## src/design/fspl_pkg.sv

```systemverilog
`default_nettype none
package fspl_pkg;

	localparam logic [3:0] PKT_LEN  = 4'd9;
	localparam logic [3:0] CNT_MAX  = 4'd15;
	localparam logic [7:0] HDR_RX   = 8'h3E;
	localparam logic [7:0] HDR_FMT  = 8'h06;
	localparam logic [7:0] HDR_TX   = 8'h31;

	localparam logic CMD_RX   = 1'b0;
	localparam logic CMD_POLL = 1'b1;

	localparam logic KIND_TX  = 1'b0;
	localparam logic KIND_RPT = 1'b1;

	localparam logic [1:0] REG_ADDR_A  = 2'd0;
	localparam logic [1:0] REG_ADDR_B  = 2'd1;
	localparam logic [1:0] REG_ADDR_C  = 2'd2;
	localparam logic [1:0] REG_TIMEOUT = 2'd3;

	localparam logic [1:0] WORD_HDR  = 2'd0;
	localparam logic [1:0] WORD_ADDR = 2'd1;
	localparam logic [1:0] WORD_FMT  = 2'd2;
	localparam logic [1:0] WORD_CRC  = 2'd3;

	localparam logic [7:0] CRC_TAPS [8] = '{8'h5e, 8'hbc, 8'h61, 8'hc2,
		8'h9d, 8'h23, 8'h46, 8'h8c};

	typedef struct packed {
		logic        accepted;
		logic [1:0]  sensor_index;
		logic [15:0] level;
	} fspl_rpt_t;

	typedef struct packed {
		logic        valid;
		logic [1:0]  sensor_index;
		logic [31:0] stamp;
	} fspl_upd_t;

	typedef struct packed {
		logic        kind;
		logic [7:0]  addr;
		logic [7:0]  crc;
		logic [2:0]  stale;
		logic        accepted;
		logic [1:0]  sensor_index;
		logic [15:0] level;
	} fspl_grp_t;

	function automatic logic [7:0] crc8_step(input logic [7:0] crc, input logic [7:0] b);
		logic [7:0] x;
		logic [7:0] r;
		x = b ^ crc;
		r = 8'h00;
		for (int i = 0; i < 8; i++) begin
			if (x[i]) r = r ^ CRC_TAPS[i];
		end
		return r;
	endfunction

endpackage
`default_nettype wire

```

## src/design/fspl_item_if.sv

```systemverilog
`default_nettype none
interface fspl_item_if;
	logic        valid;
	logic        ready;
	logic        cmd;
	logic [7:0]  rx_byte;
	logic        rx_last;
	logic [31:0] now_ms;

	modport source (output valid, cmd, rx_byte, rx_last, now_ms, input ready);
	modport sink (input valid, cmd, rx_byte, rx_last, now_ms, output ready);
endinterface
`default_nettype wire

```

## src/design/fspl_result_if.sv

```systemverilog
`default_nettype none
interface fspl_result_if;
	logic        valid;
	logic        ready;
	logic        kind;
	logic [7:0]  tx_byte;
	logic        tx_last;
	logic        accepted;
	logic [1:0]  sensor_index;
	logic [15:0] level_tenths;
	logic [2:0]  stale_mask;

	modport source (output valid, kind, tx_byte, tx_last, accepted, sensor_index,
		level_tenths, stale_mask, input ready);
	modport sink (input valid, kind, tx_byte, tx_last, accepted, sensor_index,
		level_tenths, stale_mask, output ready);
endinterface
`default_nettype wire

```

## src/design/fspl_rx.sv

```systemverilog
`default_nettype none
module fspl_rx
	import fspl_pkg::*;
(
	input  wire logic       clk,
	input  wire logic       arst_n,
	input  wire logic       step,
	input  wire logic [7:0] rx_byte,
	input  wire logic       rx_last,
	input  wire logic [7:0] addr_a,
	input  wire logic [7:0] addr_b,
	input  wire logic [7:0] addr_c,
	output fspl_rpt_t       rpt
);

	logic [3:0] cnt_q;
	logic [7:0] crc_q;
	logic [7:0] pkt_q [PKT_LEN];
	logic       frame_ok;
	logic [7:0] addr;

	assign addr = pkt_q[1];

	// The current word is the check byte when it lands at the last position.
	assign frame_ok = (cnt_q == PKT_LEN - 4'd1) && (pkt_q[0] == HDR_RX)
		&& (pkt_q[2] == HDR_FMT) && (rx_byte == crc_q);

	always_comb begin
		rpt = '0;
		if (frame_ok) begin
			if (addr == addr_a) begin
				rpt.accepted = 1'b1;
				rpt.sensor_index = 2'd0;
			end else if (addr == addr_b) begin
				rpt.accepted = 1'b1;
				rpt.sensor_index = 2'd1;
			end else if (addr == addr_c) begin
				rpt.accepted = 1'b1;
				rpt.sensor_index = 2'd2;
			end
			if (rpt.accepted) rpt.level = {pkt_q[5], pkt_q[4]};
		end
	end

	always_ff @(posedge clk or negedge arst_n) begin
		if (!arst_n) begin
			cnt_q <= '0;
			crc_q <= '0;
		end else if (step) begin
			if (rx_last) begin
				cnt_q <= '0;
				crc_q <= '0;
			end else begin
				if (cnt_q < PKT_LEN - 4'd1) crc_q <= crc8_step(crc_q, rx_byte);
				if (cnt_q != CNT_MAX) cnt_q <= cnt_q + 4'd1;
			end
		end
	end

	always_ff @(posedge clk) begin
		if (step && (cnt_q < PKT_LEN)) pkt_q[cnt_q] <= rx_byte;
	end

endmodule
`default_nettype wire

```

## src/design/fspl_poll.sv

```systemverilog
`default_nettype none
module fspl_poll
	import fspl_pkg::*;
(
	input  wire logic        clk,
	input  wire logic        arst_n,
	input  wire logic        poll,
	input  wire fspl_upd_t   upd,
	input  wire logic [31:0] now_ms,
	input  wire logic [15:0] timeout,
	input  wire logic [7:0]  addr_a,
	input  wire logic [7:0]  addr_b,
	input  wire logic [7:0]  addr_c,
	output logic [7:0]       req_addr,
	output logic [7:0]       req_crc,
	output logic [2:0]       stale
);

	logic [31:0] last_q [3];
	logic [1:0]  idx_q;
	logic [1:0]  idx;
	logic [31:0] age [3];

	assign idx = (idx_q == 2'd3) ? 2'd0 : idx_q;

	always_comb begin
		for (int i = 0; i < 3; i++) begin
			age[i] = now_ms - last_q[i];
			stale[i] = age[i] > {16'd0, timeout};
		end
	end

	always_comb begin
		case (idx)
			2'd1:    req_addr = addr_b;
			2'd2:    req_addr = addr_c;
			default: req_addr = addr_a;
		endcase
	end

	assign req_crc = crc8_step(crc8_step(crc8_step(8'h00, HDR_TX), req_addr), HDR_FMT);

	always_ff @(posedge clk or negedge arst_n) begin
		if (!arst_n) begin
			idx_q <= '0;
			for (int i = 0; i < 3; i++) last_q[i] <= '0;
		end else begin
			if (poll) idx_q <= (idx == 2'd2) ? 2'd0 : idx + 2'd1;
			if (upd.valid) last_q[upd.sensor_index] <= upd.stamp;
		end
	end

endmodule
`default_nettype wire

```

## src/design/fspl_out_reg.sv

```systemverilog
`default_nettype none
module fspl_out_reg
	import fspl_pkg::*;
(
	input  wire logic  clk,
	input  wire logic  arst_n,
	input  wire logic  load,
	input  wire fspl_grp_t ld,
	output logic       free,
	fspl_result_if.source res
);

	logic      valid_q;
	logic [1:0] cnt_q;
	fspl_grp_t grp_q;
	logic      fire;
	logic      done;

	assign fire = valid_q && res.ready;
	assign done = fire && ((grp_q.kind == KIND_RPT) || (cnt_q == WORD_CRC));
	assign free = !valid_q || done;

	assign res.valid = valid_q;
	assign res.kind = grp_q.kind;
	assign res.tx_last = (grp_q.kind == KIND_TX) && (cnt_q == WORD_CRC);
	assign res.accepted = grp_q.accepted;
	assign res.sensor_index = grp_q.sensor_index;
	assign res.level_tenths = grp_q.level;
	assign res.stale_mask = grp_q.stale;

	always_comb begin
		if (grp_q.kind == KIND_RPT) begin
			res.tx_byte = 8'h00;
		end else begin
			case (cnt_q)
				WORD_HDR:  res.tx_byte = HDR_TX;
				WORD_ADDR: res.tx_byte = grp_q.addr;
				WORD_FMT:  res.tx_byte = HDR_FMT;
				default:   res.tx_byte = grp_q.crc;
			endcase
		end
	end

	always_ff @(posedge clk or negedge arst_n) begin
		if (!arst_n) begin
			valid_q <= 1'b0;
			cnt_q <= '0;
		end else if (load) begin
			valid_q <= 1'b1;
			cnt_q <= '0;
		end else if (done) begin
			valid_q <= 1'b0;
		end else if (fire) begin
			cnt_q <= cnt_q + 2'd1;
		end
	end

	always_ff @(posedge clk) begin
		if (load) grp_q <= ld;
	end

	a_rpt_single: assert property (@(posedge clk) disable iff (!arst_n)
		(valid_q && (grp_q.kind == KIND_RPT)) |-> (cnt_q == WORD_HDR))
		else $error("report word held with nonzero word count");

	a_load_free: assert property (@(posedge clk) disable iff (!arst_n)
		load |-> (!valid_q || done))
		else $error("new group loaded over an unfinished one");

	a_drain: assert property (@(posedge clk) disable iff (!arst_n)
		(done && !load) |=> !valid_q)
		else $error("output still valid after its last word was taken");

	a_hold: assert property (@(posedge clk) disable iff (!arst_n)
		(valid_q && !res.ready) |=> (valid_q && $stable(cnt_q)))
		else $error("word position moved while stalled");

endmodule
`default_nettype wire

```

## src/design/fuel_sensor_poll_link.sv

```systemverilog
`default_nettype none
// Channel  Role    Words per item               Fields
// item     sink    one                          cmd, rx_byte, rx_last, now_ms
// result   source  none, one report, four bytes kind, tx_byte, tx_last, accepted,
//                                               sensor_index, level_tenths, stale_mask
//
// An item is registered on entry and worked out from that register once it can advance.
// A closing byte yields one report word.
// A poll tick yields four request words, one per cycle while result is ready, from the output register.
// A byte that closes no packet leaves the entry register even while the output register
// waits; a tick or closing byte stays there until the output register frees, stalling input.
// Reset clears the packet state, answer times, poll position and valid flags, and loads the default settings.
module fuel_sensor_poll_link
	import fspl_pkg::*;
(
	input  wire logic        clk,
	input  wire logic        arst_n,
	fspl_item_if.sink        item,
	fspl_result_if.source    result,
	input  wire logic        cfg_we,
	input  wire logic [1:0]  cfg_index,
	input  wire logic [15:0] cfg_data
);

	logic        valid_s1;
	logic        cmd_s1;
	logic [7:0]  byte_s1;
	logic        last_s1;
	logic [31:0] now_s1;

	logic [7:0]  addr_a_q;
	logic [7:0]  addr_b_q;
	logic [7:0]  addr_c_q;
	logic [15:0] timeout_q;

	logic        out_free;
	logic        needs_out;
	logic        adv;
	logic        load;
	fspl_rpt_t   rpt;
	fspl_upd_t   upd;
	fspl_grp_t   grp;
	logic [7:0]  req_addr;
	logic [7:0]  req_crc;
	logic [2:0]  stale;

	assign needs_out = (cmd_s1 == CMD_POLL) || last_s1;
	assign adv = valid_s1 && (!needs_out || out_free);
	assign load = adv && needs_out;
	assign item.ready = !valid_s1 || adv;

	always_ff @(posedge clk or negedge arst_n) begin
		if (!arst_n) begin
			valid_s1 <= 1'b0;
		end else if (item.ready) begin
			valid_s1 <= item.valid;
		end
	end

	always_ff @(posedge clk) begin
		if (item.valid && item.ready) begin
			cmd_s1 <= item.cmd;
			byte_s1 <= item.rx_byte;
			last_s1 <= item.rx_last;
			now_s1 <= item.now_ms;
		end
	end

	always_ff @(posedge clk or negedge arst_n) begin
		if (!arst_n) begin
			addr_a_q <= 8'd85;
			addr_b_q <= 8'd86;
			addr_c_q <= 8'd87;
			timeout_q <= 16'd5000;
		end else if (cfg_we) begin
			unique case (cfg_index)
				REG_ADDR_A:  addr_a_q <= cfg_data[7:0];
				REG_ADDR_B:  addr_b_q <= cfg_data[7:0];
				REG_ADDR_C:  addr_c_q <= cfg_data[7:0];
				REG_TIMEOUT: timeout_q <= cfg_data;
			endcase
		end
	end

	fspl_rx u_rx (
		.clk     (clk),
		.arst_n  (arst_n),
		.step    (adv && (cmd_s1 == CMD_RX)),
		.rx_byte (byte_s1),
		.rx_last (last_s1),
		.addr_a  (addr_a_q),
		.addr_b  (addr_b_q),
		.addr_c  (addr_c_q),
		.rpt     (rpt)
	);

	assign upd.valid = adv && (cmd_s1 == CMD_RX) && last_s1 && rpt.accepted;
	assign upd.sensor_index = rpt.sensor_index;
	assign upd.stamp = now_s1;

	fspl_poll u_poll (
		.clk      (clk),
		.arst_n   (arst_n),
		.poll     (adv && (cmd_s1 == CMD_POLL)),
		.upd      (upd),
		.now_ms   (now_s1),
		.timeout  (timeout_q),
		.addr_a   (addr_a_q),
		.addr_b   (addr_b_q),
		.addr_c   (addr_c_q),
		.req_addr (req_addr),
		.req_crc  (req_crc),
		.stale    (stale)
	);

	always_comb begin
		grp = '0;
		if (cmd_s1 == CMD_POLL) begin
			grp.kind = KIND_TX;
			grp.addr = req_addr;
			grp.crc = req_crc;
			grp.stale = stale;
		end else begin
			grp.kind = KIND_RPT;
			grp.accepted = rpt.accepted;
			grp.sensor_index = rpt.sensor_index;
			grp.level = rpt.level;
		end
	end

	fspl_out_reg u_out (
		.clk    (clk),
		.arst_n (arst_n),
		.load   (load),
		.ld     (grp),
		.free   (out_free),
		.res    (result)
	);

endmodule
`default_nettype wire

```

## src/flat_wrapper.sv

```systemverilog
// flat-port wrapper written by rule: the top's interface ports become plain ports
module fuel_sensor_poll_link_flat import fspl_pkg::*;
  (clk, arst_n, cfg_we, cfg_index, cfg_data, item_valid, item_cmd, item_rx_byte, item_rx_last, item_now_ms, item_ready, result_valid, result_kind, result_tx_byte, result_tx_last, result_accepted, result_sensor_index, result_level_tenths, result_stale_mask, result_ready);
  fspl_item_if item_i ();
  fspl_result_if result_i ();
  input  wire logic clk;
  input  wire logic arst_n;
  input  wire logic cfg_we;
  input  wire logic [1:0] cfg_index;
  input  wire logic [15:0] cfg_data;
  input wire logic [$bits(item_i.valid)-1:0] item_valid;
  input wire logic [$bits(item_i.cmd)-1:0] item_cmd;
  input wire logic [$bits(item_i.rx_byte)-1:0] item_rx_byte;
  input wire logic [$bits(item_i.rx_last)-1:0] item_rx_last;
  input wire logic [$bits(item_i.now_ms)-1:0] item_now_ms;
  output wire logic [$bits(item_i.ready)-1:0] item_ready;
  output wire logic [$bits(result_i.valid)-1:0] result_valid;
  output wire logic [$bits(result_i.kind)-1:0] result_kind;
  output wire logic [$bits(result_i.tx_byte)-1:0] result_tx_byte;
  output wire logic [$bits(result_i.tx_last)-1:0] result_tx_last;
  output wire logic [$bits(result_i.accepted)-1:0] result_accepted;
  output wire logic [$bits(result_i.sensor_index)-1:0] result_sensor_index;
  output wire logic [$bits(result_i.level_tenths)-1:0] result_level_tenths;
  output wire logic [$bits(result_i.stale_mask)-1:0] result_stale_mask;
  input wire logic [$bits(result_i.ready)-1:0] result_ready;
  assign item_i.valid = item_valid;
  assign item_i.cmd = item_cmd;
  assign item_i.rx_byte = item_rx_byte;
  assign item_i.rx_last = item_rx_last;
  assign item_i.now_ms = item_now_ms;
  assign item_ready = item_i.ready;
  assign result_valid = result_i.valid;
  assign result_kind = result_i.kind;
  assign result_tx_byte = result_i.tx_byte;
  assign result_tx_last = result_i.tx_last;
  assign result_accepted = result_i.accepted;
  assign result_sensor_index = result_i.sensor_index;
  assign result_level_tenths = result_i.level_tenths;
  assign result_stale_mask = result_i.stale_mask;
  assign result_i.ready = result_ready;
  fuel_sensor_poll_link u_core (.clk(clk), .arst_n(arst_n), .item(item_i), .result(result_i), .cfg_we(cfg_we), .cfg_index(cfg_index), .cfg_data(cfg_data));
endmodule
```

## config.mk

```make
export PLATFORM = sky130hd
export DESIGN_NAME = fuel_sensor_poll_link_flat
export DESIGN_NICKNAME = d
export VERILOG_FILES = /design/src/design/fspl_pkg.sv /design/src/design/fspl_item_if.sv /design/src/design/fspl_result_if.sv /design/src/design/fspl_rx.sv /design/src/design/fspl_poll.sv /design/src/design/fspl_out_reg.sv /design/src/design/fuel_sensor_poll_link.sv /design/src/flat_wrapper.sv
export SDC_FILE = /design/constraint.sdc
export NUM_CORES = 1
export LEC_CHECK = 0
export BUFFER_PORTS_ARGS = -buffer_cell sky130_fd_sc_hd__buf_2
export CORE_UTILIZATION = 50
export CTS_BUF_LIST = sky130_fd_sc_hd__clkbuf_8
export DETAILED_ROUTE_END_ITERATION = 7
export GPL_TIMING_DRIVEN = 0
export MAX_ROUTING_LAYER = met4
export PLACE_DENSITY = 0.73
export SLEW_MARGIN = 20
export SYNTH_ARGS = -nofsm -noshare
export SYNTH_HDL_FRONTEND = slang
export SYNTH_SLANG_ARGS = --single-unit
```

## constraint.sdc

```tcl
create_clock -name clk -period 5.3 [get_ports clk]
set_clock_uncertainty 0.1 [all_clocks]
set_input_delay 0.265 -clock clk [delete_from_list [all_inputs] [get_ports clk]]
set_output_delay 0.265 -clock clk [all_outputs]
set_load 0.01 [all_outputs]
```

==> out/results.ini <==
[synthesis]
synth_area_leaders = edfxtp_1, dfrtp_1, ha_1, mux2_2, xnor2_1
synthDistinctLibCells = 81
synth-edff-count = 121
synth_area_per_cell_um2 = 9.99
synth.top_cell.area_share_pct = 20.4
synth-seq-cells = 275
netlist_area_um2 = 17800
async_flop_share_pct = 56.0
synth_top_flop_cell = dfrtp_1
synthTopCellsByCount = ha_1, inv_1, dfrtp_1, nand2_1, a21oi_1
ys_seq_area_share_pct = 42.3
syn_nets = 2000
yosysMostFrequentCell = ha_1
yosys_warnings = 0
syn_inst = 1779
synth_top_area_cell = edfxtp_1

[route]
drt_iter0_drc = 985
postRouteAntennaNets = 0
drc = 0
num_vias = 14154
dr.pass1.iters = 5
wirelength_um = 44100
vias_per_cell = 5.69
routedWlPerCell_um = 17.7

[worst_setup_path]
cp-startpoint = u_core.now_s1[1]
crit_path_end = u_core.u_out.res.stale_mask[1]
crit_type = reg2reg
crit_required_ns = 5.57
worst-r2r-setup-slack_ns = 0.27
start_kind = register
crit_fanout = 5
endpoint_kind = register
r2r_start = u_core.now_s1[1]
r2r_end = u_core.u_out.res.stale_mask[1]
reg2regPathDepth = 18
cp.arrival_ns = 5.30

[die]
die_area_um2 = 36300
core.rowCount = 68
start_util_pct = 51.1
dieWidth_um = 191
pin_count = 99
die_h_um = 191
core_um2 = 34800

[global_routing]
antenna_found_initial = 0
grt_pass1_wl_um = 70400
grt_usage_pct = 25.3
grt_pass1_vias = 13718
grt_remaining_overflow = 0
grt_max_degree = 86

[placed_design]
gp_congestion = 0.916
numPortBuffers = 98
dp_hpwl_um = 33100
dp_cells = 2334
placed_area_um2 = 18900

[timing]
tightest_slew_ns = 1.00
fin_crit_sh_pct = 94.9
hold_slack_ns = 0.0726
fmax_ghz = 0.199
setup_violations = 0
fin_crit_ns = 5.03
max-slew-margin-rel_pct = 32.5
hold_viol_final = 0
rsz0062_at_grt = no
slew_viol_final = 0
tns_ns = 0

[cts]
cts_tree = done
cts.sinks = 275
cts_buffers = 48
cts_htree_levels = 2
clockBufferDepth = 3
cts_root_buf = clkbuf_8
clk_latency_ns = 0.65
path_clk_slew_ns = 0.06

[power_and_ir_drop]
seqPwrFrac_pct = 38.7
power_frac_comb_pct = 35.6
vdd_drop_max_uv = 318
power_density_nw_per_um2 = 360
power_frac_clock_pct = 25.7
p_leak_uw = 0.00892
switching_share_pct = 36.1
power_switching_uw = 2660
internal_power_uw = 4720

[final_layout]
design_area_um2 = 20500
nets = 2215
drive_gt1_share_pct = 16.6
syn_to_final_growth_pct = 15.4
stdcell_count = 2489
diodes = 0

[status]
status = finished, final reports clean

[worst_hold_path]
hold_class = in2async

[run]
maxCapViolCount = 0

[cell usage in the layout (no fill, tap or decap), types with 16 or more instances in the layout]
| cell type | instances |
|---|---|
| nor3_1 | 16 |
| mux2_2 | 107 |
| nand4_1 | 37 |
| buf_4 | 23 |
| dfstp_2 | 18 |
| and3_1 | 17 |
| dlygate4sd3_1 | 64 |
| ha_1 | 153 |
| nand2_1 | 133 |
| a21oi_1 | 131 |
| clkbuf_8 | 53 |
| a21o_1 | 34 |
| xnor2_1 | 85 |
| xor2_1 | 43 |
| and2_1 | 28 |
| inv_1 | 168 |
| dfrtp_1 | 136 |
| o21a_1 | 21 |
| o21ai_0 | 99 |
| edfxtp_1 | 121 |
| nand3_1 | 22 |
| buf_2 | 100 |
| nor2b_1 | 20 |
| clkbuf_1 | 42 |
| nand2b_1 | 16 |
| nor2_1 | 124 |
| a31oi_1 | 18 |
[through the flow]
step | util (%) | worst slack [ns] | total power, uW
after detailed placement | 54.3 | 0.0336 | 5430
after global routing | 58.9 | 0.0356 | 7850
after floorplan | - | 0.979 | 4750
final | 58.9 | 0.271 | 7380
after global placement | 54.1 | 0.0237 | 5350
after CTS | 58.9 | 0.107 | 7400
[repair_timing]
item / 4_1_cts / 5_1_grt
gates cloned: 0 / 0
hold endpoints to repair: 206 / 0
hold buffers: 64 / 0
pin swaps: 0 / 1
setup endpoints to repair: 1 / 2
gates resized for setup: 1 / 5
setup buffers: 0 / 1
[cell families (layout without fill, tap and decap cells)]
group / count (synthesis) / in the layout / synth area share, %
flip-flops: 275 / 275 / 42.3
AND/OR/NAND/NOR: 458 / 458 / 12.5
multiplexers: 113 / 113 / 7.12
AO/OA/AOI/OAI: 436 / 436 / 15.8
XOR/XNOR: 128 / 128 / 6.31
adder cells (fa/ha/maj): 156 / 156 / 11.1
buffers and inverters: 213 / 468 / 4.99
[state kept, by name, summed over array words and instances, names as in the netlist, 16 cells and up]
| signal | count |
|---|---|
| u_core.u_poll.last_q | 96 |
| u_core.timeout_q | 16 |
| u_core.u_out.res.level_tenths | 16 |
| u_core.u_out.grp_q | 16 |
| u_core.now_s1 | 32 |
| u_core.u_rx.pkt_q | 40 |
[critical path, stage by stage, from the launching register on]
cell and delay, ns:
edfxtp_1 0.49, inv_1 0.22, fa_1 0.49, nor2b_1 0.23, o211ai_1 0.17, a21oi_2 0.27
a21oi_1 0.21, nor2_1 0.14, nor2_1 0.07, xnor2_1 0.20, ha_1 0.27, nor2b_1 0.14
o21ai_0 0.15, o31ai_1 0.10, nor4_2 0.22, o211ai_1 0.15, a2111o_1 0.35, or4_1 0.43
o41a_1 0.38
[routing by layer]
metal  GRT usage [%]  share of wire (%)
met1            35.2                 48
met2            38.9                 45
met3            3.85                5.3
met4            5.69                1.6
met5               -                  0
[power groups by stage]
stage	sequential (uW)	clock, uW	combinational (uW)
floorplan	2790	0	1960
global placement	2880	0	2460
detailed placement	2890	0	2550
CTS	2850	1950	2600
global route	2880	2030	2930
finish	2860	1890	2630
[how the worst min path moves through the flow]
stage                     slack (ns)                        to            start  cells after the start
final                           0.07  u_core.u_poll.last_q[82]           arst_n                      2
after global routing            0.09  u_core.u_poll.last_q[82]           arst_n                      2
after CTS                       0.06  u_core.u_poll.last_q[82]           arst_n                      2
after detailed placement        0.17  u_core.u_poll.last_q[82]           arst_n                      1
after global placement          0.34         u_core.now_s1[29]  item_now_ms[29]                      1
after floorplan                -0.13        u_core.addr_a_q[1]           arst_n                      0
[cell type report]
class	instances	area (um^2)
clock inverter	37	209
tap	455	569
inverter	143	537
sequential	275	7510
timing repair buffer	165	1200
clock buffer	53	729
buffer	70	349
multi-input combinational	1291	9410
fill	2989	14300
Note: power is estimated with default switching activity, not from simulation.
